$ cat src/design/rmq_div_cell.sv
// One step of a restoring divider: one quotient bit per cycle, divisor rides along.
// Depends on nothing; lanes for three quotients sit side by side in one cell.
module rmq_div_cell #(
  parameter int NW = 48,
  parameter int DW = 26,
  parameter int PW = 8
) (
  input  logic          clk,
  input  logic [DW-1:0] den_i,
  input  logic [DW:0]   rem_i [3],
  input  logic [NW-1:0] num_i [3],
  input  logic [PW-1:0] pay_i,
  output logic [DW-1:0] den_o,
  output logic [DW:0]   rem_o [3],
  output logic [NW-1:0] num_o [3],
  output logic [PW-1:0] pay_o
);
  logic [DW:0] cur [3];
  always_comb begin
    for (int l = 0; l < 3; l++) cur[l] = {rem_i[l][DW-1:0], num_i[l][NW-1]};
  end
  always_ff @(posedge clk) begin
    den_o <= den_i;
    pay_o <= pay_i;
    for (int l = 0; l < 3; l++) begin
      if (cur[l] >= {1'b0, den_i}) begin
        rem_o[l] <= cur[l] - {1'b0, den_i};
        num_o[l] <= {num_i[l][NW-2:0], 1'b1};
      end else begin
        rem_o[l] <= cur[l];
        num_o[l] <= {num_i[l][NW-2:0], 1'b0};
      end
    end
  end
endmodule

$ cat config.mk
export PLATFORM = sky130hd
export DESIGN_NAME = rmq_div_cell
export DESIGN_NICKNAME = d
export VERILOG_FILES = /design/src/design/rmq_div_cell.sv
export SDC_FILE = /design/constraint.sdc
export NUM_CORES = 1
export LEC_CHECK = 0
export ABC_AREA = 0
export BUFFER_PORTS_ARGS = -buffer_cell sky130_fd_sc_hd__buf_2
export CAP_MARGIN = 5
export CORE_AREA = 5 5 199 201
export CTS_CLUSTER_SIZE = 30
export DETAILED_ROUTE_END_ITERATION = 6
export DIE_AREA = 0 0 204 206
export PLACE_DENSITY = 0.62
export REMOVE_ABC_BUFFERS = 1
export SLEW_MARGIN = 40
export SYNTH_ARGS = -nofsm -noshare
export SYNTH_HDL_FRONTEND = slang
export SYNTH_SLANG_ARGS = --single-unit
$ cat constraint.sdc
create_clock -name clk -period 3.4 [get_ports clk]
set_clock_uncertainty 0.2 [all_clocks]
set_input_delay 0.17 -clock clk [delete_from_list [all_inputs] [get_ports clk]]
set_output_delay 0.17 -clock clk [all_outputs]
set_load 0.005 [all_outputs]
## After elaboration in Yosys (flattened, before gate mapping)

Cells that the tools add are included.

- Bitwise gates (word level): 0
- Divide/modulo/power cells: 0
- Add/sub/neg operators: 3
- $lt $le $gt $ge: 3
- Equality and inequality tests: 0
- $mul: 0
- Shifts and indexed selects: 0
- Multiplexer cells: 6
- Reduce and logical (&&, ||, !) cells: 0

Operators by type and width:

| cell | number |
|---|---|
| $ge 27x26->1 | 3 |
| $mux 27 | 3 |
| $sub 27x26->27 | 3 |
| $mux 1 | 3 |

- Latch bits: 0
- Input bits: 260
- Word-level logic and storage cells: 20
- Memory bits (writable): 0
- Register bits after elaboration: 259
- Memories: 0
- Output and inout port bits: 259
- ROM bits: 0

## Depth between registers and ports, before layout

Gate-level depths: netlist of the first run.

- Depth in word-level cells: 2
- Gate-level depth with buffers: 13
- Gate-level depth less buffers: 13

## Least setup slack after synthesis of the first run

Ideal clock, no wire load.

- Path type: in2reg
- From: in num_i[47] in the netlist's numbering
- To: reg rem_o[24] in the netlist's numbering
- Path buffers: 0
- Stages on the path: 13
- Library setup time: 121 ps
- Setup slack: 486 ps
- Arrival time: 2593 ps
- Data required time: 3079 ps
- Path through: inv_1 ha_1 inv_1 fa_1 nand3_1 a21oi_1 or4_1 a21oi_1 o31ai_1 a221oi_1 o31ai_1 xor2_1 mux2_2

- Word-level cells in the longest chain between the ends: 2
- Elaborated cells on any way between the ends: 3
- Those cells by class: 1 x add/sub; 1 x order compare; 1 x mux

RTL lines:

| what | RTL line | RTL |
|---|---|---|
| start, declared | 11 | `input logic [NW-1:0] num_i [3],` |
| $sub 27x26->27 or $ge 27x26->1 (tied branches) | 27, 26 |  |
| $mux 27 * | 26 | `if (cur[l] >= {1'b0, den_i}) begin` |
| end signal, assigned by index | 27 | `rem_o[l] <= cur[l] - {1'b0, den_i};` |
| end signal, assigned by index | 30 | `rem_o[l] <= cur[l];` |
| end, declared | 14 | `output logic [DW:0] rem_o [3],` |

Mark *: on every way between the ends. The rest lies on a longest branch, timed or not.

## Worst setup path after layout of the first run

- From: in den_i[0]
- To: reg rem_o[24] in the netlist's numbering

- Word-level cells in the longest chain between the ends: 2
- Elaborated cells on any way between the ends: 3
- Those cells by class: 1 x add/sub; 1 x order compare; 1 x mux

RTL lines:

| what | RTL line | RTL |
|---|---|---|
| start, declared | 9 | `input logic [DW-1:0] den_i,` |
| $sub 27x26->27 or $ge 27x26->1 (tied branches) | 27, 26 |  |
| $mux 27 * | 26 |  |

Marks and branches as above.

==> results of run 1 <==
-- placed cells by master, fill, tap and decap left out, types with 4 or more instances in the layout --
cell type      instances
nand2b_1              12
o21bai_1               5
nand2_1               42
o31ai_1                7
nor3_1                 9
a31oi_1                8
clkinv_4               4
nor2_1                85
buf_12                 4
nand3_1               26
o21ai_0               36
clkbuf_16             31
a21oi_2               21
xor2_1                26
clkinv_2               4
xnor2_1               45
a21o_1                38
a21oi_1              102
buf_4                 36
a211oi_1               5
nand4_1               11
inv_6                  9
ha_1                  78
or4_1                  4
dfxtp_1              259
o211ai_1               4
inv_1                 43
mux2_4                13
nor2b_1                5
nor4_1                 5
buf_2                514
dlygate4sd3_1        256
and3_1                 5
o21a_1                 5
mux2_2                 6
-- worst min-delay path by stage --
| stage | endpoint | slack, ns |
|---|---|---|
| floorplan | den_o[0] | -0.002 |
| global placement | pay_o[4] | 0.07 |
| detailed placement | num_o[46] | 0.07 |
| CTS | num_o[46] | 0.008 |
| global route | num_o[113] | 0.02 |
| finish | num_o[113] | 0.03 |
-- worst max-delay path, stage by stage --
cell and delay [ns]:
dlygate4sd3_1 0.55, buf_4 0.15, ha_1 0.17, inv_1 0.06
fa_1 0.38, nand3_1 0.12, a21oi_1 0.10, or4_1 0.54
a21oi_2 0.22, o31ai_1 0.13, a221oi_1 0.31, buf_4 0.17
o31ai_1 0.06, xor2_1 0.14, mux2_2 0.26
-- final cells by class --
class / instances / area, µm² / share of cell area
antenna: 3 / 7.51 / 0.000432
clock inverter: 23 / 246 / 0.0142
timing repair buffer: 810 / 5490 / 0.315
sequential: 259 / 5180 / 0.298
tap: 511 / 639 / 0.0368
multi-input combinational: 665 / 4880 / 0.280
clock buffer: 32 / 790 / 0.0454
inverter: 43 / 161 / 0.00928
-- synth_stat cells (6+ instances only) --
cell type,count,area [µm²]
mux2_2,6,67.6
nand2b_1,12,75.1
o21ai_0,36,180
nand3_1,26,130
xor2_1,26,228
nor2_1,85,319
nor3_1,9,45.0
inv_1,43,161
a31oi_1,8,50.1
a211oi_1,6,45.0
mux2_4,13,195
ha_1,78,976
a21o_1,38,285
nand4_1,11,68.8
buf_2,9,45.0
a21oi_2,19,166
clkbuf_1,21,78.8
a21oi_1,104,521
xnor2_1,45,394
dfxtp_1,259,5180
o31ai_1,8,60.1
nand2_1,42,158
-- where the power goes --
part,internal [µW],switching (µW),total (µW)
Sequential,3350,90.6,3450
Clock,1950,1430,3380
Combinational,1060,1040,2100
-- kinds of logic after synthesis --
group | count (synthesis) | synth area share
AO/OA/AOI/OAI | 274 | 0.181
XOR/XNOR | 71 | 0.0600
adder cells (fa/ha/maj) | 81 | 0.0999
buffers and inverters | 78 | 0.0329
flip-flops | 259 | 0.500
multiplexers | 23 | 0.0294
AND/OR/NAND/NOR | 216 | 0.0971
-- state kept, by name, indices dropped and copies added, names as in the netlist --
signal / cells
den_o: 26
num_o: 144
pay_o: 8
rem_o: 81
-- metrics by stage --
| stage | total power, µW | cell area [µm²] | setup WS (ns) | setup TNS, ns | cells |
|---|---|---|---|---|---|
| 6_report | 8920 | 17400 | 0.0839 | 0 | 2346 |
| 2_1_floorplan | 4470 | 10200 | -0.724 | -23.05 | 967 |
| 3_5_place_dp | 5340 | 13700 | 0.0614 | 0 | 2031 |
| 3_3_place_gp | 5320 | 13700 | 0.0801 | 0 | 2031 |
| 5_1_grt | 9340 | 17400 | -0.0639 | -0.0639 | 2345 |
| 4_1_cts | 9000 | 17300 | 0.116 | 0 | 2342 |
-- routing by layer --
| layer | global-route usage | wire length (µm) |
|---|---|---|
| met5 | 0 | 27 |
| met4 | 0.0912 | 2210 |
| met3 | 0.0389 | 2730 |
| met2 | 0.393 | 24000 |
| met1 | 0.226 | 17500 |
-- what timing repair did --
item / 4_1_cts / 5_1_grt
endpoints found under the setup margin: 0 / 7
hold buffers: 256 / 0
buffers inserted: 0 / 1
resized for setup: 0 / 8
endpoints found under the hold margin: 257 / 0
==> out/metrics.yaml, run 1 <==
floorplanning:
  chipWidth_um: 204
  floorplan.rows: 71
  die_area_um2: 42000
  effective_utilization_at_floorplan: 0.277
  io_pins: 519
  dieHeight_um: 206
  core_um2: 37400
cts:
  htreeDepth: 1
  clock_transition_at_path_regs_ns: 0.06
  root_buffer: "clkbuf_16"
  tritoncts_clock_tree: "built"
  max-clock-path-buffers: 3
  number_of_buffers_created_by_cts: 30
  clock_sink_count: 259
synthesis:
  mappedNetlistArea_um2: 10400
  syn_inst_count: 1002
  number_of_enable_flip_flop_cells_after_synthesis: 0
  yosys_register_bits: 259
  syn_avg_cell_area_um2: 10.3
  synth.distinct_cells: 67
  synth_ff_type: "dfxtp_1"
  synth_warnings: 0
  synth_async_sr_flop_share: 0
  yosysSeqAreaShare: 0.500
route:
  drc_markers: 0
  drt-wirelength-per-cell_um: 19.8
  vias_per_cell: 4.55
  drt_first_iter_violations: 324
  postRouteWirelength_mm: 46.5
  detailedRoute.firstPassIterationCount: 4
  vias: 10700
  ant_nets: 0
global_routing:
  grt_antenna_before_repair: 4
  grt_max_degree: 42
  gr-usage-all-layers: 0.208
  number_of_global_route_vias_before_repair: 11300
  grt_pass1_wl_mm: 67.3
  grt.overflow.total: 0
sta:
  rsz0062_at_grt: "true"
  slew_viol_final: 0
  max_slew.worst_pin.slew_ns: 0.558
  timing.final.hold_violations: 0
  hold_ws_ns: 0.0299
  slew_headroom: 0.625
  setup-violations-final: 0
  final.min_clock_period_ns: 3.32
  timing.final.crit_share: 0.975
  timing.fmax_ghz: 0.302
power_and_ir_drop:
  worst_ir_drop_vdd_mv: 0.357
  power_density_nw_per_um2: 513
  power.static_leakage_uw: 0.00836
run_status:
  status: "complete, no violations"
finish:
  final_util: 0.465
  layout-drive-gt1-share: 0.366
  layout-area-overhead-vs-synth_pct: 67.7
  finish.net_count: 2150
  final.fill_count: 3463
placement:
  dp.final_hpwl_mm: 35.6
  gpl.final_weighted_congestion: 0.920
  io_buffers: 515
hold_path:
  hold_path_depth: 2
  hold_path_startpoint: "num_i[112]"
  hold_path.class: "primary input to flop"
setup_path:
  crit_path_start: "den_i[0]"
  endpoint_kind: "flop"
  critical_path.max_fanout: 4
  critPathLaunchType: "primary input"
  worst_setup_path_type: "primary input to flop"
  worst-endpoint-required_ns: 3.64
  worstSetupEndpoint: "rem_o[24]"
  arrival_ns: 3.56
job:
  drv_cap: 0
(Power assumes the default switching activity.)
==> run 2: changes to the inputs <==
--- a/config.mk
+++ b/config.mk
@@ -12,8 +12,6 @@
 export CTS_CLUSTER_SIZE = 30
 export DETAILED_ROUTE_END_ITERATION = 6
 export DIE_AREA = 0 0 204 206
-export PLACE_DENSITY = 0.62
-export REMOVE_ABC_BUFFERS = 1
 export SLEW_MARGIN = 40
 export SYNTH_ARGS = -nofsm -noshare
 export SYNTH_HDL_FRONTEND = slang
==> out/metrics.yaml, run 2 (synthesis gave the netlist of run 1 again) <==
placement:
  placedInstanceArea_um2: 13700
  pre_cts_slack_ns: 0.0539
  io_buffers: 515
  gpl.final_weighted_congestion: 0.879
  dp.final_hpwl_mm: 37.3
finish:
  layout-area-overhead-vs-synth_pct: 69.0
  largest_register_ffs: 144
  layout-drive-gt1-share: 0.362
  top_reg_by_flops: "num_o"
  highest_count_cells_in_the_layout_ignoring_fill_and_taps: "buf_2 (515), dlygate4sd3_1 (272), dfxtp_1 (259)"
  reg.largest.list: "num_o (144), rem_o (81), den_o (26)"
  final_area_um2: 17500
  mostFrequentLayoutCell: "buf_2"
  finish.net_count: 2165
setup_path:
  slowest_delay_ns: 0.57
  path_delay_family: "compound AO/OA/AOI/OAI gates"
  cp.buffers_inverters: 4
  critical_path.max_fanout: 4
  worst_setup_path_type: "primary input to flop"
  crit_path_top_delay_cell: "dlygate4sd3_1"
  arrival_ns: 3.62
  critPathLaunchType: "primary input"
  crit_chain: "dlygate4sd3_1 -> buf_2 -> inv_1 -> ha_1 -> a21o_1 -> or3_1 -> o221a_2 -> a211oi_1 -> nor3_2 -> buf_4 -> a31oi_1 -> o21ai_0 -> xnor2_1 -> a21oi_1"
  worst-endpoint-required_ns: 3.70
  endpoint_kind: "flop"
global_routing:
  grt_max_degree: 42
  number_of_global_route_vias_before_repair: 11200
  gr-usage-all-layers: 0.213
  grt_pass1_wl_mm: 68.2
  grt.overflow.total: 0
  grt_antenna_before_repair: 3
route:
  detailedRoute.firstPassIterationCount: 5
  vias_per_cell: 4.54
  ant_nets: 0
  drt-wirelength-per-cell_um: 20.2
  drt_first_iter_violations: 435
  postRouteWirelength_mm: 47.7
  drc_markers: 0
  vias: 10700
power_and_ir_drop:
  worst_ir_drop_vdd_mv: 0.347
  netSwitchingFraction: 0.285
  pwr-share-comb: 0.238
  power_density_nw_per_um2: 509
  clock_power_share: 0.376
  power.static_leakage_uw: 0.00841
  p_switching_uw: 2540
  internal_power_consumption_uw: 6380
  power.share.sequential: 0.386
floorplanning:
  die_area_um2: 42000
  io_pins: 519
  effective_utilization_at_floorplan: 0.277
  floorplan.rows: 71
  dieHeight_um: 206
  chipWidth_um: 204
  core_um2: 37400
sta:
  final.min_clock_period_ns: 3.32
  slew_viol_final: 0
  tns_ns: 0
  setup-violations-final: 0
  timing.final.crit_share: 0.976
  timing.fmax_ghz: 0.301
  finalWorstSetupSlack_ns: 0.0827
  timing.final.hold_violations: 0
  max_slew.worst_pin.slew_ns: 0.565
  slew_headroom: 0.620
cts:
  htreeDepth: 1
  max-clock-path-buffers: 3
  clock_transition_at_path_regs_ns: 0.06
  clock_sink_count: 259
  tritoncts_clock_tree: "built"
  number_of_buffers_created_by_cts: 31
  root_buffer: "clkbuf_16"
synthesis:
  mappedNetlistNets: 1343
run_status:
  status: "complete, no violations"
job:
  drv_cap: 0
hold_path:
  hold_path.class: "primary input to flop"
[run 2: changes by cell type in the layout (fill, tap and decap cells not counted), moves of 2 or more]
cell,before,now
dlygate4sd3_1,256,272
o21ai_1,3,5
clkbuf_8,1,5
inv_6,9,1
clkbuf_1,0,2
buf_4,36,34
buf_12,4,2
o21ai_0,36,34
clkinv_4,4,8
[run 2: per-stage QoR]
stage          power (µW)  hold slack [ns]   util  cells
2_1_floorplan        4480         -0.00228      -   1002
6_report             8920           0.0301  0.469   2362
3_5_place_dp         5340           0.0737  0.366   2026
5_1_grt              9350         0.000739  0.469   2362
4_1_cts              9010         0.000183  0.467   2356
3_3_place_gp         5330           0.0722  0.366   2026
[run 2: cell type report]
class / instances / area (µm²)
timing repair buffer: 824 / 5610
sequential: 259 / 5180
inverter: 43 / 165
clock buffer: 38 / 852
tap: 511 / 639
antenna: 2 / 5.00
fill: 3497 / 19900
clock inverter: 20 / 206
multi-input combinational: 665 / 4870
[run 2: path summary, 6_finish.rpt]
check	startpoint	to	slack, ns	cells after the start
worst min-delay path	num_i[119]	num_o[120]	0.03	2
worst max-delay path	den_i[4]	rem_o[19]	0.08	14
[run 2: what timing repair did]
| item | in CTS | in global routing |
|---|---|---|
| endpoints found under the hold margin | 259 | 0 |
| hold buffers | 272 | 0 |
| setup endpoints to repair | 0 | 22 |
| buffers inserted | 0 | 4 |
| resized for setup | 0 | 11 |
[run 2: layer usage]
metal | GRT usage | up-vias | share of wire
met2 | 0.389 | 440 | 0.50
met1 | 0.231 | 4965 | 0.37
met4 | 0.114 | 2 | 0.063
li1 | - | 5192 | -
met5 | 0 | - | 0.00027
met3 | 0.0463 | 122 | 0.062
[run 2: power groups by stage]
stage / logic (µW) / clock network (µW) / registers, µW
floorplan: 936 / 0 / 3550
global placement: 1830 / 0 / 3510
detailed placement: 1830 / 0 / 3510
CTS: 2110 / 3450 / 3450
global route: 2310 / 3570 / 3470
finish: 2120 / 3360 / 3440
