==> src/design/rmq_sqrt_cell.sv <==
// One step of the restoring integer square root: fixes one result bit per cycle.
// Depends on nothing; the payload carried alongside travels in the chain.
module rmq_sqrt_cell #(
  parameter int RW = 48,
  parameter int SW = 24,
  parameter int PW = 8
) (
  input  logic          clk,
  input  logic          rst_n,
  input  logic          vld_i,
  input  logic [RW-1:0] rem_i,
  input  logic [SW-1:0] root_i,
  input  logic [RW-1:0] rad_i,
  input  logic [PW-1:0] pay_i,
  output logic          vld_o,
  output logic [RW-1:0] rem_o,
  output logic [SW-1:0] root_o,
  output logic [RW-1:0] rad_o,
  output logic [PW-1:0] pay_o
);
  logic [RW+1:0] trial;
  logic [RW+1:0] cur;
  always_comb begin
    cur   = {rem_i, 2'(rad_i[RW-1 -: 2])} ;
    trial = {2'b0, RW'(root_i) << 2 | RW'(1)};
  end
  always_ff @(posedge clk) begin
    if (!rst_n) vld_o <= 1'b0;
    else        vld_o <= vld_i;
    pay_o <= pay_i;
    rad_o <= rad_i << 2;
    if (cur >= trial) begin
      rem_o  <= RW'(cur - trial);
      root_o <= SW'({root_i, 1'b1});
    end else begin
      rem_o  <= RW'(cur);
      root_o <= SW'({root_i, 1'b0});
    end
  end
endmodule

==> config.mk <==
export PLATFORM = sky130hd
export DESIGN_NAME = rmq_sqrt_cell
export DESIGN_NICKNAME = d
export VERILOG_FILES = /design/src/design/rmq_sqrt_cell.sv
export SDC_FILE = /design/constraint.sdc
export NUM_CORES = 1
export LEC_CHECK = 0
export BUFFER_PORTS_ARGS = -buffer_cell sky130_fd_sc_hd__buf_2
export CAP_MARGIN = 20
export CORE_MARGIN = 4
export CORE_UTILIZATION = 35
export DETAILED_ROUTE_END_ITERATION = 8
export SLEW_MARGIN = 20
export SYNTH_ARGS = -nofsm -noshare
export SYNTH_HDL_FRONTEND = slang
export SYNTH_SLANG_ARGS = --single-unit
==> constraint.sdc <==
create_clock -name clk -period 4.5 [get_ports clk]
set_input_delay 0.225 -clock clk [delete_from_list [all_inputs] [get_ports clk]]
set_output_delay 0.225 -clock clk [all_outputs]
set_load 0.02 [all_outputs]
# [Yosys cells after proc, flatten, opt, wreduce, memory -nomap -nowiden]
# Index checks and enable logic that the tools add are counted.
[totals] reg_bits=127 out_inout_bits=129 elab_cells=9
[classes] n_addsub=1 magnitude_cmp=1 mux=2
[op_table] op="$ge A50 B26 Y1" n=1
[op_table] op="$mux W48" n=1
[op_table] op="$sub A48 B26 Y48" n=1
[op_table] op="$mux W1" n=1

# [Logic depth before layout (Yosys ltp)]
# Gate-level depths: netlist of run 1.
[logic_depth] ltp_word=2 mapped_depth=12 mapped_depth_nobuf=10

# [Least setup slack after synthesis of run 1]
# OpenSTA, ideal clock, no wires.
[synth_path] kind="in2reg" from="in root_i[10]" to="reg rem_o[35]" setup_time_ns=0.118 t_arrival_ns=2.350 required_time_ns=4.382 path_slack_ns=2.031 stages=10 n_path_buf=1 path_cell_list="inv_1 -> ha_1 -> buf_2 -> nand3_1 -> or3_1 -> or3_1 -> o32ai_4 -> o21ai_4 -> or3_4 -> xnor2_2"
[synth_via] elab_chain_cells=2 elab_cells_between_ends=3 cone_classes="add/sub: 1; order compare: 1; mux: 1"
[synth_rtl] item="from (decl)" line_no="12" rtl="input logic [SW-1:0] root_i,"
[synth_rtl] item="$sub A48 B26 Y48 / $ge A50 B26 Y1 (equally long branches)" line_no="33, 32"
[synth_rtl] item="$mux W48 (*)" line_no="32" rtl="if (cur >= trial) begin"
[synth_rtl] item="to (signal assigned)" line_no="33" rtl="rem_o <= RW'(cur - trial);"
[synth_rtl] item="to (signal assigned)" line_no="36" rtl="rem_o <= RW'(cur);"
[synth_rtl] item="to (decl)" line_no="16" rtl="output logic [RW-1:0] rem_o,"
# Mark *: on every way between the ends. The rest lies on a longest branch, timed or not.
# A chain may end at the register's enable or synchronous reset.

# [Worst setup path in the final report of run 1]
[layout_path] from="in root_i[5]" to="reg rem_o[33]"
# Same word-level chain as after synthesis.

==> run metrics, run 1 <==
status=complete, no violations; WL per Instance=16.20 um; post-placement cell area=0.006628 mm2; cells resized by post-CTS repair=0; fin cells=1061; Final HPWL DP=12.80 mm; clock power share=43.2%; gr usage total=19.80%; Final setup viols=0; register share of total power=36.9%; fin util=55.33%; Multi-input gate area=0.002439 mm2; Cell Rows=44; hold_buf cts=81; global-route wire length before repair=26.20 mm; placed insts=948; Antenna Nets Post-Route=0; DR iter-0 viols=189; pin count of the biggest net entering global routing=53; CTS tree=built; area delta synth->final=54.04%; Max stage delay cell, worst path=o31ai_1; total wire length=17.19 mm; startpoint types=input pin; Switching Power=961.4 uW; met1 wire length=6.927 mm; worst-margin pin slew=793.2 ps; Async S/R FF share, synth=0%; Fillers=1285; Comb power frac=19.9%; switching part of the total power=28.30%; met2 wire len=8.655 mm; crit end category=flip-flop; H-tree Lvls=4; unrepaired setup endpoints after global routing=no; initial core utilization=35.92%; GRT overflow=0; Final period util=74.93%; Top Metal Used=met4; Num CTS Buffers=17; DR vias=5124; crit-path cells=dlygate4sd3_1 > buf_2 > inv_1 > ha_1 > a21oi_1 > nand2_1 > o31ai_1 > o32ai_4 > nor2_8 > inv_4 > and4_1 > xor2_1; delay-heaviest family, CP=compound AO/OA/AOI/OAI gates; internal power=2436 uW; gpl congestion=0.8782; crit path buf inv count=4; post-synthesis cell count=527; clk buf depth=2; Die Height=130.4 um; Synth Flop Type=dfxtp_1; Port Buffer Count=257; synth unique cells=67; final net count=1021; setup TNS=0 ps; pwr/cell area=420.9 mW/mm2; Root Buffer=clkbuf_16; Max Cap Viol=0; Die X=130.4 um; crit path DAT=3680 ps; synthesized area=0.005240 mm2; Setup Buffers After CTS=0; max-slew violations=0; design area=0.008071 mm2; Leak Pwr=0.003834 uW; ant diodes=0; DRC=0; most frequent cells in the layout=buf_2, dfxtp_1, dlygate4sd3_1; CP required=4810 ps; Synth Area per Inst=9.943 um2; sequential fraction of the synthesis area=48.52%; Slew headroom=46.28%; commonest non-fill, non-tap cell in the layout=buf_2; achievable frequency=296.6 MHz; CP peak stage delay=650 ps; Clock Pin Slew Worst Setup and Hold Paths=60 ps; number of synthesized flops with an enable pin=0; synthesis-stage register bit count=127; sequential cell area=0.002542 mm2; share of cells above drive strength 1=36.49%; Core ar.=0.01459 mm2; Max rail drop VDD=0.2951 mV; Hold Path Class=input pin to flip-flop; CTS sink cnt=127; Hold Vio Cnt, Final=0; vias in the first global route=5224; initial antenna violation count=0; Via-to-Cell Ratio=4.829; Met3 Routed Length=1.368 mm; Crit Path Class=input pin to flip-flop; Yosys warning count=0; min Tclk post-route=3372 ps; Max FO, Critical Path=52; hold_ws=15.51 ps; I/O pins=260; TritonRoute pass-1 iters=4; die area=0.01699 mm2
state kept, by name, indices dropped and copies added, names as in the netlist:
register	flops
pay_o	8
root_o	24
rem_o	48
rad_o	46
vld_o	1
Yosys cell counts (all sizes together) (2+ instances only):
cell type / n / area [um2]
a21o: 9 / 67.56
nand2b: 4 / 25.02
xnor2: 14 / 130.1
nand2: 49 / 183.9
nor3: 20 / 141.4
clkbuf: 8 / 31.28
a31oi: 2 / 12.51
or2: 4 / 25.02
o211ai: 6 / 45.04
or4: 7 / 57.56
nand3: 10 / 50.05
ha: 26 / 325.3
o21bai: 3 / 22.52
and4: 4 / 35.03
xor2: 30 / 262.8
and2: 2 / 12.51
nand4: 8 / 56.30
o211a: 2 / 20.02
nor2: 18 / 83.83
nor3b: 2 / 15.01
o31ai: 5 / 42.54
nand4b: 5 / 58.80
inv: 34 / 130.1
mux2: 2 / 22.52
buf: 13 / 101.3
nor4: 10 / 90.08
and3: 3 / 18.77
o21ai: 34 / 181.4
or3: 5 / 37.54
a21oi: 40 / 200.2
nor4b: 2 / 38.78
a31o: 2 / 17.52
dfxtp: 127 / 2542
a211oi: 4 / 30.03
through the flow:
step	power, uW	worst slack [ps]
final	3397	1128
after global routing	3548	808.8
after CTS	3432	1107
after detailed placement	1896	1193
after global placement	1895	1355
after floorplan	1651	2031
power groups by stage:
| stage | combinational (uW) | clock, uW | sequential [uW] |
|---|---|---|---|
| after global routing | 734 | 1550 | 1260 |
| final | 675 | 1470 | 1250 |
| after detailed placement | 619 | 0 | 1280 |
| after global placement | 619 | 0 | 1280 |
| after CTS | 676 | 1500 | 1250 |
| after floorplan | 242 | 0 | 1410 |
per-layer routing:
layer	GRT usage [%]	up-vias
met3	5.321	17
met1	22.90	2395
met4	7.139	0
li1	-	2522
met5	0	-
met2	35.09	190
final timing paths:
| path | startpoint | to | slack (ps) | depth (start not counted) |
|---|---|---|---|---|
| setup / recovery | root_i[5] | rem_o[33] | 1130 | 12 |
| hold / removal | rem_i[34] | rem_o[36] | 20 | 2 |
final cells by class:
type | instances | area share (%)
Inverter | 34 | 1.612
Clock buffer | 18 | 5.317
Tap cell | 184 | 2.852
Timing Repair Buffer | 338 | 25.98
Clock inverter | 14 | 2.527
Multi-Input combinational cell | 346 | 30.21
Sequential cell | 127 | 31.50
cell families after synthesis:
family / Yosys count / share of synthesized area [%]
flops: 127 / 48.52
mux: 2 / 0.4298
simple gates: 155 / 18.05
compound gates: 117 / 14.21
other cells: 1 / 0.07156
xor+xnor: 44 / 7.498
buf+inv: 55 / 5.014
fa+ha+maj: 26 / 6.208
Note: power is estimated with default switching activity, not from simulation.
==> inputs of run 2 (changes only) <==
- PLACE_DENSITY: default -> 0.66
- clock period: 4.5 -> 2.8 ns (I/O delays scaled with it)
==> run metrics, run 2 (synthesized netlist as in run 1, its figures left out) <==
Die X=130.4 um (unchanged); die area=0.01699 mm2 (unchanged); ant diodes=0 (unchanged); Die Height=130.4 um (unchanged); pin count of the biggest net entering global routing=26 (-51%); crit end category=flip-flop; Cell Rows=44 (unchanged); delay-heaviest family, CP=simple AND/OR/NAND/NOR gates; Port Buffer Count=257 (unchanged); status=complete, no violations; Reg with most FFs=rem_o; achievable frequency=374.7 MHz; Final period util=95.32%; Leak Pwr=0.004108 uW (+7.2%); Hold Vio Cnt, Final=0 (unchanged); crit path buf inv count=2 (-2); Largest register FFs=48 (unchanged); placed insts=970 (+2.3%); initial core utilization=35.92% (unchanged); total wire length=17.95 mm (+4.4%); Via-to-Cell Ratio=4.776 (-1.1%); Max rail drop VDD=0.4002 mV (+36%); GRT overflow=0 (unchanged); Max stage delay cell, worst path=dlygate4sd3_1; most frequent cells in the layout=buf_2, dfxtp_1, dlygate4sd3_1; Num CTS Buffers=17 (unchanged); Max Cap Viol=0 (unchanged); clk buf depth=2 (unchanged); TritonRoute pass-1 iters=5 (+1); min Tclk post-route=2669 ps; vias in the first global route=5527 (+5.8%); crit path DAT=2980 ps (-700 ps); Antenna Nets Post-Route=0 (unchanged); commonest non-fill, non-tap cell in the layout=buf_2; Final setup viols=0 (unchanged); initial antenna violation count=0 (unchanged); gpl congestion=0.8582 (-2.3%); final net count=1083 (+6.1%); Place WS=191.3 ps (-1002 ps); DRC=0 (unchanged); final worst setup slack=131.0 ps (-997.3 ps); Root Buffer=clkbuf_16; global-route wire length before repair=27.55 mm (+5.2%); Hold Path Class=input pin to flip-flop; pwr/cell area=628.2 mW/mm2 (+49%); share of cells above drive strength 1=37.27% (+0.79 points); crit-path cells=dlygate4sd3_1 > buf_2 > ha_1 > and4_1 > nand4_1 > or3_1 > o32ai_4 > o21ai_4 > or3_4 > xnor2_2; Core ar.=0.01459 mm2 (unchanged); fin util=59.59% (+4.3 points); area delta synth->final=65.90%; top flop regs=rem_o (48), rad_o (46), root_o (24); Clock Pin Slew Worst Setup and Hold Paths=70 ps (about the same); setup TNS=0 ps (unchanged); Max FO, Critical Path=3 (-94%); worst-margin pin slew=490.4 ps (-302.8 ps); CP peak stage delay=560 ps (-90 ps); DR iter-0 viols=218 (+15%); CTS sink cnt=127 (unchanged); Slew headroom=67.01% (+21 points); hold_ws=19.49 ps (+3.971 ps); unrepaired setup endpoints after global routing=no; CP required=3110 ps (-1700 ps); startpoint types=input pin; CTS tree=built; gr usage total=20.75% (+0.95 points); H-tree Lvls=4 (unchanged); Crit Path Class=input pin to flip-flop; max-slew violations=0 (unchanged); Fillers=1220 (-5.1%); Final HPWL DP=12.68 mm (-0.95%); WL per Instance=15.98 um (-1.4%); I/O pins=260 (unchanged); fin cells=1123 (+5.8%); DR vias=5364 (+4.7%)
run 2: path summary, 6_finish.rpt:
| kind | cells after the start | startpoint | slack [ps] | endpoint |
|---|---|---|---|---|
| hold / removal | 3 | rem_i[14] | 20 | rem_o[16] |
| setup / recovery | 10 | rem_i[23] | 130 | rem_o[35] |
run 2: final cells by class:
cell class	instances	area [um2]	area share [%]
clock buffers	18	439.2	5.052
repair buffers	400	2698	31.03
inverters	34	130.1	1.497
flip-flops and latches	127	2542	29.25
multi-input cells	346	2487	28.61
clock inverters	14	166.4	1.914
well taps	184	230.2	2.648
run 2: worst min-delay path: stages:
cell and delay (ps):
buf_2 100, nor2_1 90, a21oi_1 50
run 2: what timing repair did:
| action | CTS | global route |
|---|---|---|
| endpoints found under the setup margin | 0 | 11 |
| hold endpoints to repair | 118 | 1 |
| hold buffers | 119 | 1 |
| resized for setup | 0 | 9 |
| buffers inserted | 0 | 1 |
run 2: through the flow:
| stage | area [um2] | total power (uW) |
|---|---|---|
| after CTS | 8615 | 5487 |
| after floorplan | 5244 | 2654 |
| after global routing | 8693 | 5733 |
| after global placement | 6818 | 3073 |
| final | 8693 | 5461 |
| after detailed placement | 6818 | 3080 |
run 2: power by group:
part | total, uW | internal [uW] | switching, uW
Combinational | 1180 | 510 | 674
Sequential | 2010 | 1970 | 39.3
Clock | 2270 | 1370 | 899
run 2: per-layer routing:
metal	wire length, um	vias up	global-route usage (%)
met5	0	-	0
met4	293	0	6.292
li1	-	2648	-
met3	1451	25	6.713
met2	9404	213	38.05
met1	6798	2478	22.74
==> inputs of run 3 (changes only) <==
- CORE_ASPECT_RATIO: default -> 0.9
==> run metrics, run 3 (synthesized netlist as in run 1, its figures left out) <==
status=complete, no violations; top flop regs=rem_o (48), rad_o (46), root_o (24); Hold Path Class=input pin to flip-flop; Die X=137.0 um (+5.1%); max-slew violations=0 (unchanged); Antenna Nets Post-Route=0 (unchanged); vias in the first global route=5382 (-2.6%); Final period util=95.34% (about the same); Crit path depth=11 (+1); post-placement cell area=0.006815 mm2 (about the same); Largest register FFs=48 (unchanged); Core ar.=0.01471 mm2 (+0.86%); TritonRoute pass-1 iters=5 (unchanged); M1 GR Usage=22.39% (-0.35 points); Via-to-Cell Ratio=4.740 (-0.77%); final net count=1084 (+0.092%); crit-path cells=dlygate4sd3_1 > buf_2 > inv_1 > ha_1 > and4_1 > nand4_1 > or3_1 > o32ai_4 > o21ai_4 > or3_4 > xnor2_2; DR iter-0 viols=223 (+2.3%); most frequent cells in the layout=buf_2, dfxtp_1, dlygate4sd3_1; Max stage delay cell, worst path=dlygate4sd3_1; commonest non-fill, non-tap cell in the layout=buf_2; design area=0.008690 mm2 (about the same); Final setup viols=0 (unchanged); area delta synth->final=65.83% (about the same); Max rail drop VDD=0.4538 mV (+13%); Max Cap Viol=0 (unchanged); Port Buffer Count=257 (unchanged); share of cells above drive strength 1=37.23% (-0.040 points); Cell Rows=42 (-4.5%); grt peak-use layer=met2; CTS tree=built; pwr/cell area=629.1 mW/mm2 (+0.15%); H-tree Lvls=4 (unchanged); crit path DAT=2980 ps (about the same); achievable frequency=374.6 MHz (about the same); CTS sink cnt=127 (unchanged); unrepaired setup endpoints after global routing=no; min Tclk post-route=2669 ps (+0.4100 ps); setup TNS=0 ps (unchanged); Die Height=124.1 um (-4.8%); global-route wire length before repair=26.94 mm (-2.2%); Root Buffer=clkbuf_16; I/O pins=260 (unchanged); DRC=0 (unchanged); clk buf depth=2 (unchanged); Crit Path Class=input pin to flip-flop; WL per Instance=15.85 um (-0.85%); Max FO, Critical Path=6 (+3); gpl congestion=0.8796 (+2.5%); gr usage total=20.40% (-0.34 points); crit end category=flip-flop; crit path buf inv count=3 (+1); Hold Vio Cnt, Final=0 (unchanged); Leak Pwr=0.004109 uW (about the same); startpoint types=input pin; initial core utilization=35.61% (-0.31 points); Worst Setup SP=root_i[21]; CP Capture Point=rem_o[35]; CP required=3110 ps (about the same); delay-heaviest family, CP=simple AND/OR/NAND/NOR gates; die area=0.01700 mm2 (about the same); ant diodes=0 (unchanged); total wire length=18.03 mm (+0.48%); met2 usage=36.73% (-1.3 points); Num CTS Buffers=17 (unchanged); CP peak stage delay=530 ps (-30 ps); met3 Use GR=6.462% (-0.25 points); initial antenna violation count=0 (unchanged); pin count of the biggest net entering global routing=26 (unchanged); DR vias=5394 (+0.56%); Final HPWL DP=12.44 mm (-1.8%); Clock Pin Slew Worst Setup and Hold Paths=60 ps (about the same); Reg with most FFs=rem_o; GRT overflow=0 (unchanged)
==> run 3: cell count changes in the layout (fill, tap and decap cells not counted), sizes merged <==
| cell | previous run | this run |
|---|---|---|
| clkinv | 1 | 5 |
| inv | 44 | 40 |
| buf | 280 | 281 |
| bufinv | 2 | 3 |
| clkinvlp | 1 | 0 |
==> run 3: worst min path at each step <==
stage              start        end  slack (ps)  depth (start not counted)
2_1_floorplan   pay_i[0]   pay_o[0]         170                          0
3_3_place_gp    rad_i[1]   rad_o[3]         240                          1
3_5_place_dp    pay_i[5]   pay_o[5]         240                          1
4_1_cts        rem_i[26]  rem_o[28]           3                          2
5_1_grt        rem_i[14]  rem_o[16]           4                          3
6_report       rem_i[14]  rem_o[16]          20                          3
==> run 3: layer usage <==
layer  up-vias  part of all wire (%)
li1       2648                     -
met1      2485                    39
met2       228                    51
met3        33                   7.8
met4         0                   2.2
met5         -                     0
==> run 3: worst min-delay path: stages <==
cell	delay [ps]
buf_2	110
nor2_1	90
a21oi_1	50
==> run 3: through the flow <==
stage,cells,hold slack [ps],power (uW),util [%],setup WS (ps)
after global routing,1138,4.029,5704,59.06,3.563
after detailed placement,983,243.6,3071,46.32,185.8
after global placement,983,242.1,3068,46.32,235.9
final,1138,17.29,5467,59.06,130.6
after CTS,1135,3.121,5487,58.61,66.50
after floorplan,528,167.7,2654,-,416.4
==> run 3: cell type report <==
type	count	area [um2]
clock buffers	18	429.2
clock inverters	14	178.9
fillers	1222	6025
inverters	34	130.1
multi-input cells	346	2481
flip-flops and latches	127	2542
well taps	198	247.7
repair buffers	401	2680
==> run 3: report_power, final <==
part	total, uW	switching [uW]	internal, uW
clock	2270	859	1420
sequential	2010	40.2	1970
combinational	1180	671	508
==> run 3: repair_timing <==
item / 4_1_cts / 5_1_grt
buffers inserted: 0 / 3
hold buffers: 120 / 0
resized for setup: 0 / 8
hold endpoints to repair: 119 / 0
setup endpoints to repair: 0 / 10
